## src/rtl/sparc_rela_relocation_apply_defines.svh

```systemverilog
// Assertion macros for the SPARC RELA relocation block.
// Included by srela_patch, the only RTL file that carries concurrent checks; no other dependencies.
`ifndef SPARC_RELA_RELOCATION_APPLY_DEFINES_SVH
`define SPARC_RELA_RELOCATION_APPLY_DEFINES_SVH

`ifndef SYNTHESIS
`define SRELA_ASSERT(label, prop, msg) \
   label: assert property (@(posedge clock) disable iff (reset) prop) else $error(msg);
`define SRELA_ASSERT_NEVER(label, cond, msg) \
   `SRELA_ASSERT(label, !(cond), msg)
`else
`define SRELA_ASSERT(label, prop, msg)
`define SRELA_ASSERT_NEVER(label, cond, msg)
`endif

`endif

```

## src/rtl/srela_pkg.sv

```systemverilog
// Shared types, codes and the relocation type decode table.
// No dependencies; used by the decode, arith, patch and top-level files and the testbench.
`timescale 1ns / 1ps

package srela_pkg;

   // relocation type codes, densely renumbered
   localparam logic [4:0] CMD_NONE     = 5'd0;
   localparam logic [4:0] CMD_GLOB_DAT = 5'd1;
   localparam logic [4:0] CMD_RELATIVE = 5'd2;
   localparam logic [4:0] CMD_DISP32   = 5'd3;
   localparam logic [4:0] CMD_ABS32    = 5'd4;
   localparam logic [4:0] CMD_ABS8     = 5'd5;
   localparam logic [4:0] CMD_DISP8    = 5'd6;
   localparam logic [4:0] CMD_LO10     = 5'd7;
   localparam logic [4:0] CMD_PC10     = 5'd8;
   localparam logic [4:0] CMD_ABS13    = 5'd9;
   localparam logic [4:0] CMD_ABS16    = 5'd10;
   localparam logic [4:0] CMD_DISP16   = 5'd11;
   localparam logic [4:0] CMD_ABS22    = 5'd12;
   localparam logic [4:0] CMD_PC22     = 5'd13;
   localparam logic [4:0] CMD_WDISP22  = 5'd14;
   localparam logic [4:0] CMD_HI22     = 5'd15;
   localparam logic [4:0] CMD_WDISP30  = 5'd16;
   localparam logic [4:0] CMD_WPLT30   = 5'd17;
   localparam logic [4:0] CMD_UA32     = 5'd18;
   localparam logic [4:0] CMD_ABS10    = 5'd19;
   localparam logic [4:0] CMD_ABS11    = 5'd20;
   localparam logic [4:0] CMD_WDISP16  = 5'd21;
   localparam logic [4:0] CMD_WDISP19  = 5'd22;
   localparam logic [4:0] CMD_ABS5     = 5'd23;
   localparam logic [4:0] CMD_ABS6     = 5'd24;
   localparam logic [4:0] CMD_ABS7     = 5'd25;
   localparam logic [4:0] CMD_NUM_TYPES = 5'd26;

   // insertion kinds
   localparam logic [2:0] KIND_NONE  = 3'd0;
   localparam logic [2:0] KIND_WORD  = 3'd1;
   localparam logic [2:0] KIND_CHECK = 3'd2;
   localparam logic [2:0] KIND_TRUNC = 3'd3;
   localparam logic [2:0] KIND_UA32  = 3'd4;
   localparam logic [2:0] KIND_SPLIT = 3'd5;

   // result status
   localparam logic [2:0] ST_APPLIED = 3'd0;
   localparam logic [2:0] ST_SKIPPED = 3'd1;
   localparam logic [2:0] ST_RANGE   = 3'd2;
   localparam logic [2:0] ST_ALIGN   = 3'd3;
   localparam logic [2:0] ST_UNSUP   = 3'd4;

   // 16-bit split displacement layout
   localparam logic [31:0] SPLIT_HI_MASK  = 32'h0000_c000;
   localparam logic [31:0] SPLIT_LO_MASK  = 32'h0000_3fff;
   localparam int          SPLIT_HI_SHIFT = 6;

   typedef struct packed {
      logic [2:0]  kind;
      logic [3:0]  shift;
      logic        pcrel;
      logic [31:0] field_mask;  // low n bits set
      logic [31:0] sign_mask;   // bits n-1 and up set
   } dec_type;

   typedef struct packed {
      dec_type     dec;
      logic [31:0] op_a;
      logic        sub_pc;
      logic [31:0] target;
      logic [31:0] addend;
      logic [31:0] old_word;
      logic [2:0]  status;
   } s1_type;

   typedef struct packed {
      dec_type     dec;
      logic [31:0] value;
      logic [31:0] target;
      logic [31:0] addend;
      logic [31:0] old_word;
      logic [2:0]  status;
   } s2_type;

   typedef struct packed {
      dec_type     dec;
      logic [31:0] sum;
      logic [31:0] target;
      logic [31:0] old_word;
      logic [2:0]  status;
   } s3_type;

   function automatic dec_type decode_cmd(input logic [4:0] cmd);
      dec_type    d;
      logic [5:0] w;
      logic [32:0] one_w;
      d.kind  = KIND_NONE;
      d.shift = 4'd0;
      d.pcrel = 1'b0;
      w       = 6'd0;
      unique case (cmd)
         CMD_GLOB_DAT: begin d.kind = KIND_WORD; w = 6'd32; end
         CMD_RELATIVE: begin d.kind = KIND_WORD; w = 6'd32; end
         CMD_DISP32: begin d.kind = KIND_WORD; w = 6'd32; d.pcrel = 1'b1; end
         CMD_ABS32: begin d.kind = KIND_WORD; w = 6'd32; end
         CMD_ABS8: begin d.kind = KIND_CHECK; w = 6'd8; end
         CMD_DISP8: begin d.kind = KIND_CHECK; w = 6'd8; d.pcrel = 1'b1; end
         CMD_LO10: begin d.kind = KIND_TRUNC; w = 6'd10; end
         CMD_PC10: begin d.kind = KIND_TRUNC; w = 6'd10; d.pcrel = 1'b1; end
         CMD_ABS13: begin d.kind = KIND_CHECK; w = 6'd13; end
         CMD_ABS16: begin d.kind = KIND_CHECK; w = 6'd16; end
         CMD_DISP16: begin d.kind = KIND_CHECK; w = 6'd16; d.pcrel = 1'b1; end
         CMD_ABS22: begin d.kind = KIND_CHECK; w = 6'd22; end
         CMD_PC22: begin
            d.kind = KIND_CHECK; w = 6'd22; d.shift = 4'd10; d.pcrel = 1'b1;
         end
         CMD_WDISP22: begin
            d.kind = KIND_CHECK; w = 6'd22; d.shift = 4'd2; d.pcrel = 1'b1;
         end
         CMD_HI22: begin d.kind = KIND_TRUNC; w = 6'd22; d.shift = 4'd10; end
         CMD_WDISP30: begin
            d.kind = KIND_TRUNC; w = 6'd30; d.shift = 4'd2; d.pcrel = 1'b1;
         end
         CMD_WPLT30: begin
            d.kind = KIND_TRUNC; w = 6'd30; d.shift = 4'd2; d.pcrel = 1'b1;
         end
         CMD_UA32: begin d.kind = KIND_UA32; w = 6'd32; end
         CMD_ABS10: begin d.kind = KIND_CHECK; w = 6'd10; end
         CMD_ABS11: begin d.kind = KIND_CHECK; w = 6'd11; end
         CMD_WDISP16: begin
            d.kind = KIND_SPLIT; w = 6'd16; d.shift = 4'd2; d.pcrel = 1'b1;
         end
         CMD_WDISP19: begin
            d.kind = KIND_CHECK; w = 6'd19; d.shift = 4'd2; d.pcrel = 1'b1;
         end
         CMD_ABS5: begin d.kind = KIND_CHECK; w = 6'd5; end
         CMD_ABS6: begin d.kind = KIND_CHECK; w = 6'd6; end
         CMD_ABS7: begin d.kind = KIND_CHECK; w = 6'd7; end
         default: begin end
      endcase
      one_w        = 33'd1 << w;
      d.field_mask = 32'(one_w - 33'd1);
      d.sign_mask  = ~(d.field_mask >> 1);
      return d;
   endfunction

endpackage

```

## src/rtl/srela_if.sv

```systemverilog
// Handshake channel interfaces: relocation request, result and control write.
// Depends on nothing; used by the top level and the edge stages.
`timescale 1ns / 1ps

interface srela_req_if;
   logic        valid;
   logic        ready;
   logic [4:0]  cmd;
   logic [31:0] section_base;
   logic [31:0] rel_offset;
   logic signed [31:0] addend;
   logic [31:0] symbol_value;
   logic        symbol_is_local;
   logic        symbol_undefined;
   logic [31:0] old_word;

   modport source (output valid, cmd, section_base, rel_offset, addend, symbol_value,
                   symbol_is_local, symbol_undefined, old_word, input ready);
   modport sink (input valid, cmd, section_base, rel_offset, addend, symbol_value,
                 symbol_is_local, symbol_undefined, old_word, output ready);
endinterface

interface srela_rsp_if;
   logic        valid;
   logic        ready;
   logic [31:0] target_address;
   logic [31:0] new_word;
   logic        flush_request;
   logic [2:0]  status;

   modport source (output valid, target_address, new_word, flush_request, status,
                   input ready);
   modport sink (input valid, target_address, new_word, flush_request, status,
                 output ready);
endinterface

interface srela_csr_if;
   logic valid;
   logic ready;
   logic flush_enable;

   modport source (output valid, flush_enable, input ready);
   modport sink (input valid, flush_enable, output ready);
endinterface

```

## src/rtl/srela_decode.sv

```systemverilog
// Stage 1: type decode, target address, case precedence and operand select.
// Depends on srela_pkg and srela_req_if.
`timescale 1ns / 1ps

module srela_decode (
   input  logic             clock,
   input  logic             reset,
   srela_req_if.sink        req,
   output srela_pkg::s1_type s1_data,
   output logic             s1_valid,
   input  logic             s1_ready
);

   logic             valid_ff, valid_in;
   srela_pkg::s1_type data_ff, data_in;
   logic             stage_ready, load;
   logic [31:0]      target;
   srela_pkg::dec_type dec;

   assign stage_ready = !valid_ff || s1_ready;
   assign load        = stage_ready && req.valid;
   assign valid_in    = stage_ready ? req.valid : valid_ff;
   assign req.ready   = stage_ready;

   assign target = req.section_base + req.rel_offset;
   assign dec    = srela_pkg::decode_cmd(req.cmd);

   always_comb begin
      data_in.dec      = dec;
      data_in.target   = target;
      data_in.addend   = req.addend;
      data_in.old_word = req.old_word;
      data_in.op_a     = (req.cmd == srela_pkg::CMD_RELATIVE) ? req.section_base
                                                             : req.symbol_value;
      data_in.sub_pc   = dec.pcrel && !req.symbol_is_local;
      if (req.cmd == srela_pkg::CMD_NONE) begin
         data_in.status = srela_pkg::ST_SKIPPED;
      end else if (req.cmd != srela_pkg::CMD_RELATIVE && req.symbol_undefined) begin
         data_in.status = srela_pkg::ST_SKIPPED;
      end else if (req.cmd != srela_pkg::CMD_UA32 && target[1:0] != 2'b00) begin
         data_in.status = srela_pkg::ST_ALIGN;
      end else if (req.cmd >= srela_pkg::CMD_NUM_TYPES) begin
         data_in.status = srela_pkg::ST_UNSUP;
      end else begin
         data_in.status = srela_pkg::ST_APPLIED;  // may still turn out of range
      end
   end

   always_ff @(posedge clock) begin
      if (reset) begin
         valid_ff <= 1'b0;
      end else begin
         valid_ff <= valid_in;
      end
   end

   always_ff @(posedge clock) begin
      if (load) begin
         data_ff <= data_in;
      end
   end

   assign s1_data  = data_ff;
   assign s1_valid = valid_ff;

endmodule

```

## src/rtl/srela_arith.sv

```systemverilog
// Stages 2 and 3: PC subtraction, then addend sum.
// Depends on srela_pkg.
`timescale 1ns / 1ps

module srela_arith (
   input  logic              clock,
   input  logic              reset,
   input  srela_pkg::s1_type s1_data,
   input  logic              s1_valid,
   output logic              s1_ready,
   output srela_pkg::s3_type s3_data,
   output logic              s3_valid,
   input  logic              s3_ready
);

   logic              s2_valid_ff, s2_valid_in;
   logic              s3_valid_ff, s3_valid_in;
   srela_pkg::s2_type s2_ff, s2_in;
   srela_pkg::s3_type s3_ff, s3_in;
   logic              s2_stage_ready, s3_stage_ready;

   assign s3_stage_ready = !s3_valid_ff || s3_ready;
   assign s2_stage_ready = !s2_valid_ff || s3_stage_ready;
   assign s1_ready       = s2_stage_ready;

   assign s2_valid_in = s2_stage_ready ? s1_valid : s2_valid_ff;
   assign s3_valid_in = s3_stage_ready ? s2_valid_ff : s3_valid_ff;

   always_comb begin
      s2_in.dec      = s1_data.dec;
      s2_in.target   = s1_data.target;
      s2_in.addend   = s1_data.addend;
      s2_in.old_word = s1_data.old_word;
      s2_in.status   = s1_data.status;
      s2_in.value    = s1_data.op_a - (s1_data.sub_pc ? s1_data.target : 32'd0);
   end

   always_comb begin
      s3_in.dec      = s2_ff.dec;
      s3_in.target   = s2_ff.target;
      s3_in.old_word = s2_ff.old_word;
      s3_in.status   = s2_ff.status;
      s3_in.sum      = s2_ff.value + s2_ff.addend;
   end

   always_ff @(posedge clock) begin
      if (reset) begin
         s2_valid_ff <= 1'b0;
         s3_valid_ff <= 1'b0;
      end else begin
         s2_valid_ff <= s2_valid_in;
         s3_valid_ff <= s3_valid_in;
      end
   end

   always_ff @(posedge clock) begin
      if (s2_stage_ready && s1_valid) begin
         s2_ff <= s2_in;
      end
      if (s3_stage_ready && s2_valid_ff) begin
         s3_ff <= s3_in;
      end
   end

   assign s3_data  = s3_ff;
   assign s3_valid = s3_valid_ff;

endmodule

```

## src/rtl/srela_patch.sv

```systemverilog
// Stage 4: field extract, range check and word insertion into the result register.
// Depends on srela_pkg, srela_rsp_if and the assertion macro header.
`timescale 1ns / 1ps
`include "sparc_rela_relocation_apply_defines.svh"

module srela_patch (
   input  logic              clock,
   input  logic              reset,
   input  logic              flush_enable,
   input  srela_pkg::s3_type s3_data,
   input  logic              s3_valid,
   output logic              s3_ready,
   srela_rsp_if.source       rsp
);

   logic        valid_ff, valid_in;
   logic [31:0] target_ff, new_word_ff;
   logic        flush_ff;
   logic [2:0]  status_ff;
   logic        stage_ready, load;
   logic [31:0] x_logic, x_arith, x_field, x_top, patched, new_word;
   logic [2:0]  status;
   logic        fits;

   assign stage_ready = !valid_ff || rsp.ready;
   assign load        = stage_ready && s3_valid;
   assign valid_in    = stage_ready ? s3_valid : valid_ff;
   assign s3_ready    = stage_ready;

   assign x_logic = s3_data.sum >> s3_data.dec.shift;
   assign x_arith = 32'($signed(s3_data.sum) >>> s3_data.dec.shift);
   assign x_field = x_arith & s3_data.dec.field_mask;
   // in range when every bit from n-1 upward matches the sign
   assign x_top   = x_arith & s3_data.dec.sign_mask;
   assign fits    = (x_top == 32'd0) || (x_top == s3_data.dec.sign_mask);

   always_comb begin
      status  = s3_data.status;
      patched = s3_data.old_word;
      case (s3_data.dec.kind)
         srela_pkg::KIND_WORD: patched = s3_data.old_word + s3_data.sum;
         srela_pkg::KIND_UA32: patched = s3_data.sum;
         srela_pkg::KIND_TRUNC:
            patched = s3_data.old_word | (x_logic & s3_data.dec.field_mask);
         srela_pkg::KIND_CHECK: begin
            patched = s3_data.old_word | x_field;
            if (!fits && status == srela_pkg::ST_APPLIED) begin
               status = srela_pkg::ST_RANGE;
            end
         end
         srela_pkg::KIND_SPLIT: begin
            patched = s3_data.old_word
                    | ((x_field & srela_pkg::SPLIT_HI_MASK) << srela_pkg::SPLIT_HI_SHIFT)
                    | (x_field & srela_pkg::SPLIT_LO_MASK);
            if (!fits && status == srela_pkg::ST_APPLIED) begin
               status = srela_pkg::ST_RANGE;
            end
         end
         default: begin
            if (status == srela_pkg::ST_APPLIED) begin
               status = srela_pkg::ST_UNSUP;
            end
         end
      endcase
      new_word = (status == srela_pkg::ST_APPLIED) ? patched : s3_data.old_word;
   end

   always_ff @(posedge clock) begin
      if (reset) begin
         valid_ff <= 1'b0;
      end else begin
         valid_ff <= valid_in;
      end
   end

   always_ff @(posedge clock) begin
      if (load) begin
         target_ff   <= s3_data.target;
         new_word_ff <= new_word;
         flush_ff    <= flush_enable && (status == srela_pkg::ST_APPLIED);
         status_ff   <= status;
      end
   end

   assign rsp.valid          = valid_ff;
   assign rsp.target_address = target_ff;
   assign rsp.new_word       = new_word_ff;
   assign rsp.flush_request  = flush_ff;
   assign rsp.status         = status_ff;

   `SRELA_ASSERT_NEVER(a_flush_only_applied, valid_ff && flush_ff && status_ff != srela_pkg::ST_APPLIED, "flush raised for an item that was not applied")
   `SRELA_ASSERT(a_range_from_checked, (load && status == srela_pkg::ST_RANGE) |-> (s3_data.dec.kind == srela_pkg::KIND_CHECK || s3_data.dec.kind == srela_pkg::KIND_SPLIT), "range status from an unchecked kind")
   `SRELA_ASSERT(a_load_shows, load |=> (valid_ff && status_ff == $past(status) && new_word_ff == $past(new_word)), "loaded item not presented")

endmodule

```

## src/rtl/sparc_rela_relocation_apply.sv

```systemverilog
// Top level of the ELF32 SPARC RELA relocation block: control register and stages.
// Depends on srela_pkg, the channel interfaces, srela_decode, srela_arith, srela_patch.
`timescale 1ns / 1ps
//
//  channel | dir | contents
//  --------+-----+-----------------------------------------------------------
//  req_ch  | in  | one relocation record plus the old target word
//  rsp_ch  | out | target address, new word, flush request, status
//  csr_ch  | in  | write of flush_enable (always ready)
//
//  Four register stages: decode and target add, PC subtract, addend add,
//  insert and check into the result register. One item per cycle while rsp_ch
//  is not stalled.
//  Synchronous active-high reset clears all valid bits and flush_enable.
//  A stall at rsp_ch backs up stage by stage; each stage takes a new item
//  whenever it is empty or its successor moves, so nothing is lost or repeated.

module sparc_rela_relocation_apply (
   input  logic       clock,
   input  logic       reset,
   srela_req_if.sink  req_ch,
   srela_rsp_if.source rsp_ch,
   srela_csr_if.sink  csr_ch
);

   logic              flush_enable_ff, flush_enable_in;
   srela_pkg::s1_type s1_data;
   logic              s1_valid, s1_ready;
   srela_pkg::s3_type s3_data;
   logic              s3_valid, s3_ready;

   assign csr_ch.ready    = 1'b1;
   assign flush_enable_in = csr_ch.valid ? csr_ch.flush_enable : flush_enable_ff;

   always_ff @(posedge clock) begin
      if (reset) begin
         flush_enable_ff <= 1'b0;
      end else begin
         flush_enable_ff <= flush_enable_in;
      end
   end

   srela_decode u_decode (
      .clock    (clock),
      .reset    (reset),
      .req      (req_ch),
      .s1_data  (s1_data),
      .s1_valid (s1_valid),
      .s1_ready (s1_ready)
   );

   srela_arith u_arith (
      .clock    (clock),
      .reset    (reset),
      .s1_data  (s1_data),
      .s1_valid (s1_valid),
      .s1_ready (s1_ready),
      .s3_data  (s3_data),
      .s3_valid (s3_valid),
      .s3_ready (s3_ready)
   );

   srela_patch u_patch (
      .clock        (clock),
      .reset        (reset),
      .flush_enable (flush_enable_ff),
      .s3_data      (s3_data),
      .s3_valid     (s3_valid),
      .s3_ready     (s3_ready),
      .rsp          (rsp_ch)
   );

endmodule

```

## src/flat_wrapper.sv

```systemverilog
// flat-port wrapper written by rule: the top's interface ports become plain ports
module sparc_rela_relocation_apply_flat 
  (clock, reset, req_ch_valid, req_ch_cmd, req_ch_section_base, req_ch_rel_offset, req_ch_addend, req_ch_symbol_value, req_ch_symbol_is_local, req_ch_symbol_undefined, req_ch_old_word, req_ch_ready, rsp_ch_valid, rsp_ch_target_address, rsp_ch_new_word, rsp_ch_flush_request, rsp_ch_status, rsp_ch_ready, csr_ch_valid, csr_ch_flush_enable, csr_ch_ready);
  srela_req_if req_ch_i ();
  srela_rsp_if rsp_ch_i ();
  srela_csr_if csr_ch_i ();
  input  logic clock;
  input  logic reset;
  input wire logic [$bits(req_ch_i.valid)-1:0] req_ch_valid;
  input wire logic [$bits(req_ch_i.cmd)-1:0] req_ch_cmd;
  input wire logic [$bits(req_ch_i.section_base)-1:0] req_ch_section_base;
  input wire logic [$bits(req_ch_i.rel_offset)-1:0] req_ch_rel_offset;
  input wire logic [$bits(req_ch_i.addend)-1:0] req_ch_addend;
  input wire logic [$bits(req_ch_i.symbol_value)-1:0] req_ch_symbol_value;
  input wire logic [$bits(req_ch_i.symbol_is_local)-1:0] req_ch_symbol_is_local;
  input wire logic [$bits(req_ch_i.symbol_undefined)-1:0] req_ch_symbol_undefined;
  input wire logic [$bits(req_ch_i.old_word)-1:0] req_ch_old_word;
  output wire logic [$bits(req_ch_i.ready)-1:0] req_ch_ready;
  output wire logic [$bits(rsp_ch_i.valid)-1:0] rsp_ch_valid;
  output wire logic [$bits(rsp_ch_i.target_address)-1:0] rsp_ch_target_address;
  output wire logic [$bits(rsp_ch_i.new_word)-1:0] rsp_ch_new_word;
  output wire logic [$bits(rsp_ch_i.flush_request)-1:0] rsp_ch_flush_request;
  output wire logic [$bits(rsp_ch_i.status)-1:0] rsp_ch_status;
  input wire logic [$bits(rsp_ch_i.ready)-1:0] rsp_ch_ready;
  input wire logic [$bits(csr_ch_i.valid)-1:0] csr_ch_valid;
  input wire logic [$bits(csr_ch_i.flush_enable)-1:0] csr_ch_flush_enable;
  output wire logic [$bits(csr_ch_i.ready)-1:0] csr_ch_ready;
  assign req_ch_i.valid = req_ch_valid;
  assign req_ch_i.cmd = req_ch_cmd;
  assign req_ch_i.section_base = req_ch_section_base;
  assign req_ch_i.rel_offset = req_ch_rel_offset;
  assign req_ch_i.addend = req_ch_addend;
  assign req_ch_i.symbol_value = req_ch_symbol_value;
  assign req_ch_i.symbol_is_local = req_ch_symbol_is_local;
  assign req_ch_i.symbol_undefined = req_ch_symbol_undefined;
  assign req_ch_i.old_word = req_ch_old_word;
  assign req_ch_ready = req_ch_i.ready;
  assign rsp_ch_valid = rsp_ch_i.valid;
  assign rsp_ch_target_address = rsp_ch_i.target_address;
  assign rsp_ch_new_word = rsp_ch_i.new_word;
  assign rsp_ch_flush_request = rsp_ch_i.flush_request;
  assign rsp_ch_status = rsp_ch_i.status;
  assign rsp_ch_i.ready = rsp_ch_ready;
  assign csr_ch_i.valid = csr_ch_valid;
  assign csr_ch_i.flush_enable = csr_ch_flush_enable;
  assign csr_ch_ready = csr_ch_i.ready;
  sparc_rela_relocation_apply u_core (.clock(clock), .reset(reset), .req_ch(req_ch_i), .rsp_ch(rsp_ch_i), .csr_ch(csr_ch_i));
endmodule
```

## config.mk

```make
export PLATFORM = sky130hd
export DESIGN_NAME = sparc_rela_relocation_apply_flat
export DESIGN_NICKNAME = d
export VERILOG_FILES = /design/src/rtl/srela_pkg.sv /design/src/rtl/srela_if.sv /design/src/rtl/srela_decode.sv /design/src/rtl/srela_arith.sv /design/src/rtl/srela_patch.sv /design/src/rtl/sparc_rela_relocation_apply.sv /design/src/flat_wrapper.sv
export VERILOG_INCLUDE_DIRS = /design/src /design/src/rtl
export SDC_FILE = /design/constraint.sdc
export NUM_CORES = 1
export LEC_CHECK = 0
export ABC_CLOCK_PERIOD_IN_PS = 8960
export BUFFER_PORTS_ARGS = -buffer_cell sky130_fd_sc_hd__buf_4
export CORE_MARGIN = 2
export CORE_UTILIZATION = 55
export DETAILED_ROUTE_END_ITERATION = 8
export PLACE_DENSITY_LB_ADDON = 0.12
export SLEW_MARGIN = 20
export SYNTH_ARGS = -nofsm -noshare
export SYNTH_HDL_FRONTEND = slang
export SYNTH_HIERARCHICAL = 1
export SYNTH_SLANG_ARGS = --single-unit
```

## constraint.sdc

```tcl
create_clock -name clock -period 8.96 [get_ports clock]
set_clock_uncertainty 0.2 [all_clocks]
set_input_delay 0.448 -clock clock [delete_from_list [all_inputs] [get_ports clock]]
set_output_delay 0.448 -clock clock [all_outputs]
set_load 0.02 [all_outputs]
```

# [Word-level counts from Yosys, hierarchy flattened]
# Index checks and enable logic that the tools add are counted.
[totals] input_bits=173 memories=0 word_cells=141 ff_bits=648 out_inout_bits=71 latchBits=0 mem_bits_ro=0 mem_bits_rw=0
[classes] addsub=5 order_cmp=1 mul=0 mux=13 shifts=3 div=0 bitwise=8 reduce_logical=41 n_eq_ne=33
[op_table] op="one-hot mux 32 bit (5 select lines)" n=1
[op_table] op="adder 32 bit" n=3
[op_table] op="AND 32 bit" n=3
[op_table] op="two-way mux 32 bit" n=3
[op_table] op="one-hot mux 6 bit (12 select lines)" n=1
[op_table] op="OR 32 bit" n=2
[op_table] op="== test 5 bit (second input constant)" n=10
[op_table] op="== test 5 x 4 -> 1 bit (second input constant)" n=8
[op_table] op="== test 32 bit" n=1
[op_table] op="zero test 32 bit" n=1
[op_table] op="inverter 31 -> 32 bit" n=1
[op_table] op="OR 32 x 14 -> 32 bit" n=1
[op_table] op="OR 32 x 22 -> 32 bit" n=1
[op_table] op="left shift 1 x 6 -> 32 bit (first input constant)" n=1
[op_table] op="right shift 32 x 4 -> 32 bit" n=1
[op_table] op=">>> shifter 32 x 4 -> 32 bit" n=1
[op_table] op="subtractor 32 x 1 -> 32 bit (second input constant)" n=1
[op_table] op="subtractor 32 bit" n=1
[op_table] op="== test 5 x 3 -> 1 bit (second input constant)" n=4
[op_table] op="one-hot mux 3 bit (5 select lines)" n=1
[op_table] op="OR reduction 5 bit" n=3
[op_table] op="OR reduction 14 bit" n=1
[op_table] op="OR reduction 3 bit" n=4
[op_table] op="== test 5 x 2 -> 1 bit (second input constant)" n=2
[op_table] op="other kinds (21)" n=48

# [Logic depth before layout (Yosys ltp)]
# Gate-level depths: netlist of run 1.
[logic_depth] depth_word=10 ltp_mapped=15 mapped_depth_nobuf=12

# [Cells and area by module]
# Netlist of run 1, hierarchy kept.
[by_module_without_submodules] mod="srela_arith" cells_per_inst=979 n_inst=1 seq_area_each_um2=11270.8 area_each_um2=15250.9
[by_module_without_submodules] mod="srela_decode" cells_per_inst=666 n_inst=1 seq_area_each_um2=6055.8 area_each_um2=9115.0
[by_module_without_submodules] mod="srela_patch" cells_per_inst=895 n_inst=1 seq_area_each_um2=2062.0 area_each_um2=7997.7
[by_module_without_submodules] mod="sparc_rela_relocation_apply" cells_per_inst=5 n_inst=1 seq_area_each_um2=20.0 area_each_um2=45.0

# [Least setup slack after synthesis of run 1]
# OpenSTA, ideal clock, no wires.
[synth_path] path_kind="in2reg" from="in rsp_ch_ready" to="reg u_core.u_arith.s3_ff (netlist bit u_core/u_arith/s3_data[0]), enable pin" setup_ns=0.725 t_arrival_ns=8.211 setup_slack_ns=-0.176 path_stages=3 cell_sequence="nand2b_1 nor2b_1 nor2b_1"
[synth_via] elab_chain_len=3
[synth_lines] item="start: declaration" line="flat_wrapper.sv:24" source="input wire logic [$bits(rsp_ch_i.ready)-1:0] rsp_ch_ready;"
[synth_lines] item="logical OR 1 bit" line="srela_patch.sv:25" source="assign stage_ready = !valid_ff || rsp.ready;"
[synth_lines] item="logical OR 1 bit" line="srela_arith.sv:22" source="assign s3_stage_ready = !s3_valid_ff || s3_ready;"
[synth_lines] item="logical AND 1 bit" line="srela_arith.sv:60" source="if (s3_stage_ready && s2_valid_ff) begin"
[synth_lines] item="end signal: assignment" line="srela_arith.sv:61" source="s3_ff <= s3_in;"
[synth_lines] item="end: declaration" line="srela_arith.sv:19" source="srela_pkg::s3_type s3_ff, s3_in;"
# Every way passes these cells.
# A chain may end at the register's enable or synchronous reset.

# [Worst setup path after layout of run 1]
[layout_path] from="reg u_core.u_arith.s3_ff (netlist bit u_core/u_arith/s3_data[166])" to="reg u_core.u_patch.new_word_ff[22], in the netlist u_core/u_patch/rsp.new_word[22] (data pin)"
[layout_via] elab_chain_len=10 word_cells_on_any_way=17 classes_between="eq/ne (1); shift (2); mux (4); bitwise (5); reduce/logical (5)"
[layout_lines] item=">>> shifter 32 x 4 -> 32 bit" line="srela_patch.sv:31" source="assign x_arith = 32'($signed(s3_data.sum) >>> s3_data.dec.shift);"
[layout_lines] item="AND 32 bit" line="srela_patch.sv:34" source="assign x_top = x_arith & s3_data.dec.sign_mask;"
[layout_lines] item="== test 32 bit / zero test 32 bit (equally long branches)" line="srela_patch.sv:35" source="assign fits = (x_top == 32'd0) || (x_top == s3_data.dec.sign_mask);"
[layout_lines] item="logical OR 1 bit" line="srela_patch.sv:35"
[layout_lines] item="zero test 1 bit" line="srela_patch.sv:47, srela_patch.sv:55"
[layout_lines] item="logical AND 1 bit" line="srela_patch.sv:47, srela_patch.sv:55"
[layout_lines] item="two-way mux 3 bit" line="srela_patch.sv:47, srela_patch.sv:55"
[layout_lines] item="one-hot mux 3 bit (2 select lines)" line="srela_patch.sv:40" source="case (s3_data.dec.kind)"
[layout_lines] item="zero test 3 bit" line="srela_patch.sv:65" source="new_word = (status == srela_pkg::ST_APPLIED) ? patched : s3_data.old_word;"
[layout_lines] item="two-way mux 32 bit *" line="srela_patch.sv:65"
[layout_lines] item="via u_core.u_patch.new_word[22]" line="srela_patch.sv:21" source="logic [31:0] x_logic, x_arith, x_field, x_top, patched, new_word;"
[layout_lines] item="end signal: assignment" line="srela_patch.sv:79" source="new_word_ff <= new_word;"
[layout_lines] item="end: declaration" line="srela_patch.sv:17" source="logic [31:0] target_ff, new_word_ff;"
# Mark *: on every way through the listed nets, which the timed path passes. The rest lies on a longest branch.

==> results of run 1 <==
## cells in the final DEF, fill, tap and decap left out, types with 25 or more instances in the layout
master	count
nor3_1	48
mux2i_1	55
edfxtp_1	640
xnor2_1	70
nand3_1	43
a31oi_1	27
a21oi_1	162
dlygate4sd3_1	137
nor2_1	127
ha_1	128
o211ai_1	36
xor2_1	37
mux2_2	59
buf_4	255
inv_1	99
o21ai_0	130
a21o_1	48
clkbuf_16	66
nand2_1	217
nor2b_1	25
o21a_1	25
## worst max-delay path: cells and delay by family (launching register included)
family,cells,cell delay [ps]
compound gates,4,1510
buf+inv,1,640
flops,1,320
mux,3,1420
simple gates,3,780
## metal layers
metal | vias up | GRT usage (%)
li1 | 10500 | -
met1 | 11600 | 44.8
met2 | 1267 | 51.2
met3 | 198 | 5.20
met4 | 8 | 11.7
met5 | - | 0
## power by group
group	total, µW	switching (µW)	leakage [µW]	internal [µW]
Clock	2800	1200	0.00106	1600
Combinational	1090	653	0.00723	437
Sequential	3620	79.6	0.00608	3540
## area by class of cell
type / instances / area (µm²) / share of cell area, %
antenna: 1 / 2.50 / 0.00652
multi-input combinational: 1688 / 12100 / 31.5
timing repair buffer: 397 / 3390 / 8.83
tap: 765 / 957 / 2.49
sequential: 645 / 19300 / 50.3
clock buffer: 80 / 1710 / 4.47
clock inverter: 39 / 502 / 1.31
inverter: 105 / 394 / 1.03
## what timing repair did
| item | 4_1_cts | 5_1_grt |
|---|---|---|
| endpoints found under the setup margin | 0 | 0 |
| hold buffers | 137 | 0 |
| endpoints found under the hold margin | 105 | 0 |
## path summary, 6_finish.rpt
path | slack [ps] | endpoint | startpoint | depth (start not counted)
worst max-delay path | 3740 | u_core/u_patch/rsp.new_word[22]$_DFFE_PP_ | u_core/u_arith/s3_data[166]$_DFFE_PP_ | 11
worst min-delay path | 110 | u_core/u_decode/s1_data[96]$_DFFE_PP_ | req_ch_rel_offset[29] | 3
worst max register to register | 3740 | u_core/u_patch/rsp.new_word[22]$_DFFE_PP_ | u_core/u_arith/s3_data[166]$_DFFE_PP_ | 11
worst min register to register | 210 | u_core/u_arith/s3_data[127]$_DFFE_PP_ | u_core/u_arith/s2_ff[159]$_DFFE_PP_ | 0
## per-stage QoR
stage               hold slack [ps]  area [µm²]  worst slack (ps)  total power, µW  instances
floorplan                       200       32300              2600             4340       2544
global placement                200       34700              3980             4650       3461
detailed placement              205       34800              3960             4680       3462
CTS                            67.3       38300              3900             7510       3718
global route                    119       38400              3600             7750       3720
finish                          110       38400              3740             7510       3720
## flip-flops by register name (all words and copies together), names as in the netlist
signal,count
u_core/u_arith/s2_valid_ff,1
u_core/u_patch/rsp.target_address,32
u_core/u_patch/rsp.status,3
u_core/u_patch/rsp.flush_request,1
u_core/u_decode/s1_valid,1
u_core/flush_enable_ff,1
u_core/u_arith/s3_data,170
u_core/u_decode/s1_data,200
u_core/u_patch/rsp.valid,1
u_core/u_patch/rsp.new_word,32
u_core/u_arith/s3_valid,1
u_core/u_arith/s2_ff,202
==> impl_metrics.json, run 1 <==
{
  "status": "completed",
  "hold_class": "in -> reg",
  "io_buffers": 242,
  "die_w_um": 246,
  "gr-total-overflow": 0,
  "crit_chain": "buf_4 > mux2_2 > mux4_2 > nand2_1 > a21oi_1 > a2111oi_0 > nand4_1 > o22ai_2 > o211ai_4 > nand2_4 > mux2_4",
  "final_core_util_pct": 66.3,
  "hold_viol": 0,
  "grt.total_usage_pct": 32.2,
  "die_area_um2": 60700,
  "ys_warn_count": 6,
  "wl_per_cell_um": 26.5,
  "finalSetupTns_ps": 0,
  "num_vias": 23600,
  "powerDensity_nw_per_um2": 196,
  "synthCells": 2542,
  "setup_viol": 0,
  "grt_first_pass_wirelength_um": 144000,
  "chipHeight_um": 246,
  "fin_crit_sh_pct": 58.2,
  "n_fill_cell": 4149,
  "worstPathRequired_ps": 9120,
  "p_leak_uw": 0.0144,
  "detail-route-antenna-nets": 0,
  "drc": 0,
  "initial_utilization_pct": 55.8,
  "cts_tree": "done",
  "totalWireLength_um": 98400,
  "syn_to_final_growth_pct": 18.7,
  "grt_pass1_vias": 22900,
  "synthesis.area_um2": 32300,
  "cap_viol_max_count": 0,
  "maxSlewViolCount": 0,
  "post-cts-setup-buffer-count": 0,
  "route.met2.wl_um": 45900,
  "critPathMaxStageDelay_ps": 870,
  "h-tree-depth": 3,
  "highest-signal-layer": "met5",
  "cts_resized": 0,
  "start_kind": "flop",
  "rsz0062_at_grt": "no",
  "wl_met3_um": 7320,
  "tightest_slew_ps": 1250,
  "crit_fanout": 67,
  "root_buffer": "clkbuf_16",
  "num_io_pins": 244,
  "cts_made_buffers": 66,
  "min_period_ps": 5220,
  "num_rows": 88,
  "cpMaxStageDelayCell": "a2111oi_0",
  "dp_hpwl_um": 69000,
  "endpoint_kind": "flop",
  "nNetsFinal": 3208,
  "vias_per_cell": 6.34,
  "critPathKind": "reg -> reg",
  "ir_drop_mv": 0.216,
  "worstSkewPairLatency_ps": 630,
  "avgSynthCellArea_um2": 12.7,
  "cts_sinks": 645,
  "layout-drive-gt1-share_pct": 17.0,
  "drt_iter0_drc": 2459,
  "relSlewSlack_pct": 16.8,
  "antenna_found_initial": 5,
  "fmax_ghz": 0.192,
  "met1_length_um": 41500,
  "place_congestion": 0.923,
  "core-area_um2": 57900,
  "drt_first_pass_iters": 6,
  "clkTransAtPathRegs_ps": 60,
  "grt_max_degree": 169,
  "critPathArrivalTime_ps": 5370,
  "cts_max_path_buffers": 3
}
(Power assumes the default switching activity.)
==> inputs of run 2 (changes only) <==
--- a/config.mk
+++ b/config.mk
@@ -6,7 +6,8 @@
 export SDC_FILE = /design/constraint.sdc
 export NUM_CORES = 1
 export LEC_CHECK = 0
-export ABC_CLOCK_PERIOD_IN_PS = 8960
+export ABC_AREA = 1
+export ABC_CLOCK_PERIOD_IN_PS = 4200
 export BUFFER_PORTS_ARGS = -buffer_cell sky130_fd_sc_hd__buf_4
 export CORE_MARGIN = 2
 export CORE_UTILIZATION = 55
==> constraint.sdc (replaced) <==
create_clock -name clock -period 4.2 [get_ports clock]
set_clock_uncertainty 0.2 [all_clocks]
set_input_delay 0.21 -clock clock [delete_from_list [all_inputs] [get_ports clock]]
set_output_delay 0.21 -clock clock [all_outputs]
set_load 0.02 [all_outputs]
==> impl_metrics.json, run 2 <==
{
  "cts_tree": "done",
  "worstSkewPairLatency_ps": 610,
  "r2r_slack_ps": 760,
  "antenna_cells": 0,
  "regMostFlops": "u_core/u_arith/s2_ff",
  "hold_class": "in -> reg",
  "wl_met3_um": 7610,
  "core-area_um2": 61400,
  "path_buf_inv": 2,
  "final_core_util_pct": 66.9,
  "clkTransAtPathRegs_ps": 60,
  "dp_hpwl_um": 72800,
  "final_common_cell": "nand2_1",
  "wl_per_cell_um": 19.3,
  "cts_sinks": 645,
  "die_w_um": 253,
  "post-cts-setup-buffer-count": 0,
  "p_leak_uw": 0.0186,
  "met1_length_um": 42900,
  "maxSlewViolCount": 0,
  "synthCells": 3735,
  "multi_input_area_um2": 12500,
  "setup_viol": 0,
  "synthesis.area_um2": 34000,
  "io_buffers": 242,
  "critPathArrivalTime_ps": 3700,
  "powerDensity_nw_per_um2": 401,
  "critPathMaxStageDelay_ps": 520,
  "min_period_ps": 3440,
  "critPathKind": "reg -> reg",
  "relSlewSlack_pct": 32.1,
  "start_kind": "flop",
  "grt.total_usage_pct": 30.8,
  "largest_register_ffs": 202,
  "drt_first_pass_iters": 6,
  "grt_max_degree": 89,
  "cap_viol_max_count": 0,
  "status": "completed",
  "avgSynthCellArea_um2": 9.10,
  "cp_top_family": "simple AND/OR/NAND/NOR gates",
  "place_congestion": 0.969,
  "cts-hold-fix-buffers": 199,
  "num_rows": 91,
  "nNetsFinal": 4518,
  "ir_drop_mv": 0.322,
  "root_buffer": "clkbuf_16",
  "drt_iter0_drc": 2856,
  "gr-total-overflow": 0,
  "cpMostUsedCell": "nand2_1",
  "detail-route-antenna-nets": 0,
  "chipHeight_um": 253,
  "vias_per_cell": 5.39,
  "final_cell_mix": "nand2_1 (1,319), edfxtp_1 (640), inv_1 (466)",
  "regArea_um2": 19300,
  "fin_crit_sh_pct": 81.8,
  "h-tree-depth": 3,
  "antenna_found_initial": 2,
  "cpMaxStageDelayCell": "edfxtp_1",
  "cts_max_path_buffers": 3,
  "tightest_slew_ps": 1020,
  "syn_to_final_growth_pct": 20.8,
  "die_area_um2": 63800,
  "cts_made_buffers": 69,
  "num_io_pins": 244,
  "route.met2.wl_um": 43400,
  "totalWireLength_um": 97300,
  "layout-drive-gt1-share_pct": 11.5,
  "ys_warn_count": 6,
  "initial_utilization_pct": 55.4,
  "rsz0062_at_grt": "no",
  "grt_pass1_vias": 26000,
  "endpoint_kind": "flop",
  "num_vias": 27300,
  "cts_resized": 0,
  "n_fill_cell": 4871,
  "hold_viol": 0,
  "worstPathRequired_ps": 4470,
  "drc": 0,
  "fmax_ghz": 0.291,
  "crit_chain": "buf_4 > nand2_1 > nand3_1 > nand3_1 > nand3_1 > nand2_1 > nand2_1 > nand2_1 > nor2_1 > nand2_1 > nor2_1 > nand2_1 > nand3_2 > buf_4 > nand3_1 > nand2_1",
  "power_uw": 16400,
  "highest-signal-layer": "met5",
  "grt_first_pass_wirelength_um": 148000,
  "crit_fanout": 32
}
-- run 2: power by group --
group	switching, µW	leakage [µW]	internal, µW
Clock	2550	0.00107	3440
Combinational	1700	0.0115	959
Sequential	204	0.00608	7600
-- run 2: tightest hold or removal path: cells and delay by family --
family                     cells  cell delay (ps)
adders and majority gates      1              240
and+or+nand+nor                2              160
buffers and inverters          1               90
-- run 2: area by class of cell --
type / count / share of cell area [%]
clock buffer: 84 / 4.34
clock inverter: 39 / 1.07
inverter: 495 / 4.54
multi-input combinational: 2524 / 30.4
sequential: 645 / 47.1
tap: 790 / 2.41
timing repair buffer: 478 / 10.2
-- run 2: stage by stage --
step,TNS [ps],area [µm²],worst slack [ps],hold slack (ps),cells
6_report,0,41000,765,23.1,5055
5_1_grt,0,41000,601,29.9,5055
4_1_cts,0,41000,869,1.04,5054
3_5_place_dp,0,36800,859,189,4732
3_3_place_gp,0,36800,813,188,4732
2_1_floorplan,-109290,34000,-319,69.4,3737
-- run 2: path summary, 6_finish.rpt --
check	startpoint	to	cells past startpoint
worst max-delay path	u_core/u_arith/s3_data[164]$_DFFE_PP_	u_core/u_patch/rsp.new_word[7]$_DFFE_PP_	16
worst min register to register	u_core/u_arith/s2_ff[155]$_DFFE_PP_	u_core/u_arith/s3_data[123]$_DFFE_PP_	0
worst min-delay path	req_ch_section_base[19]	u_core/u_decode/s1_data[86]$_DFFE_PP_	4
worst max register to register	u_core/u_arith/s3_data[164]$_DFFE_PP_	u_core/u_patch/rsp.new_word[7]$_DFFE_PP_	16
-- run 2: per-layer routing --
metal,track usage (%),up-vias
li1,-,13300
met1,44.2,12700
met2,48.3,1120
met3,4.47,183
met4,10.2,2
met5,0,-
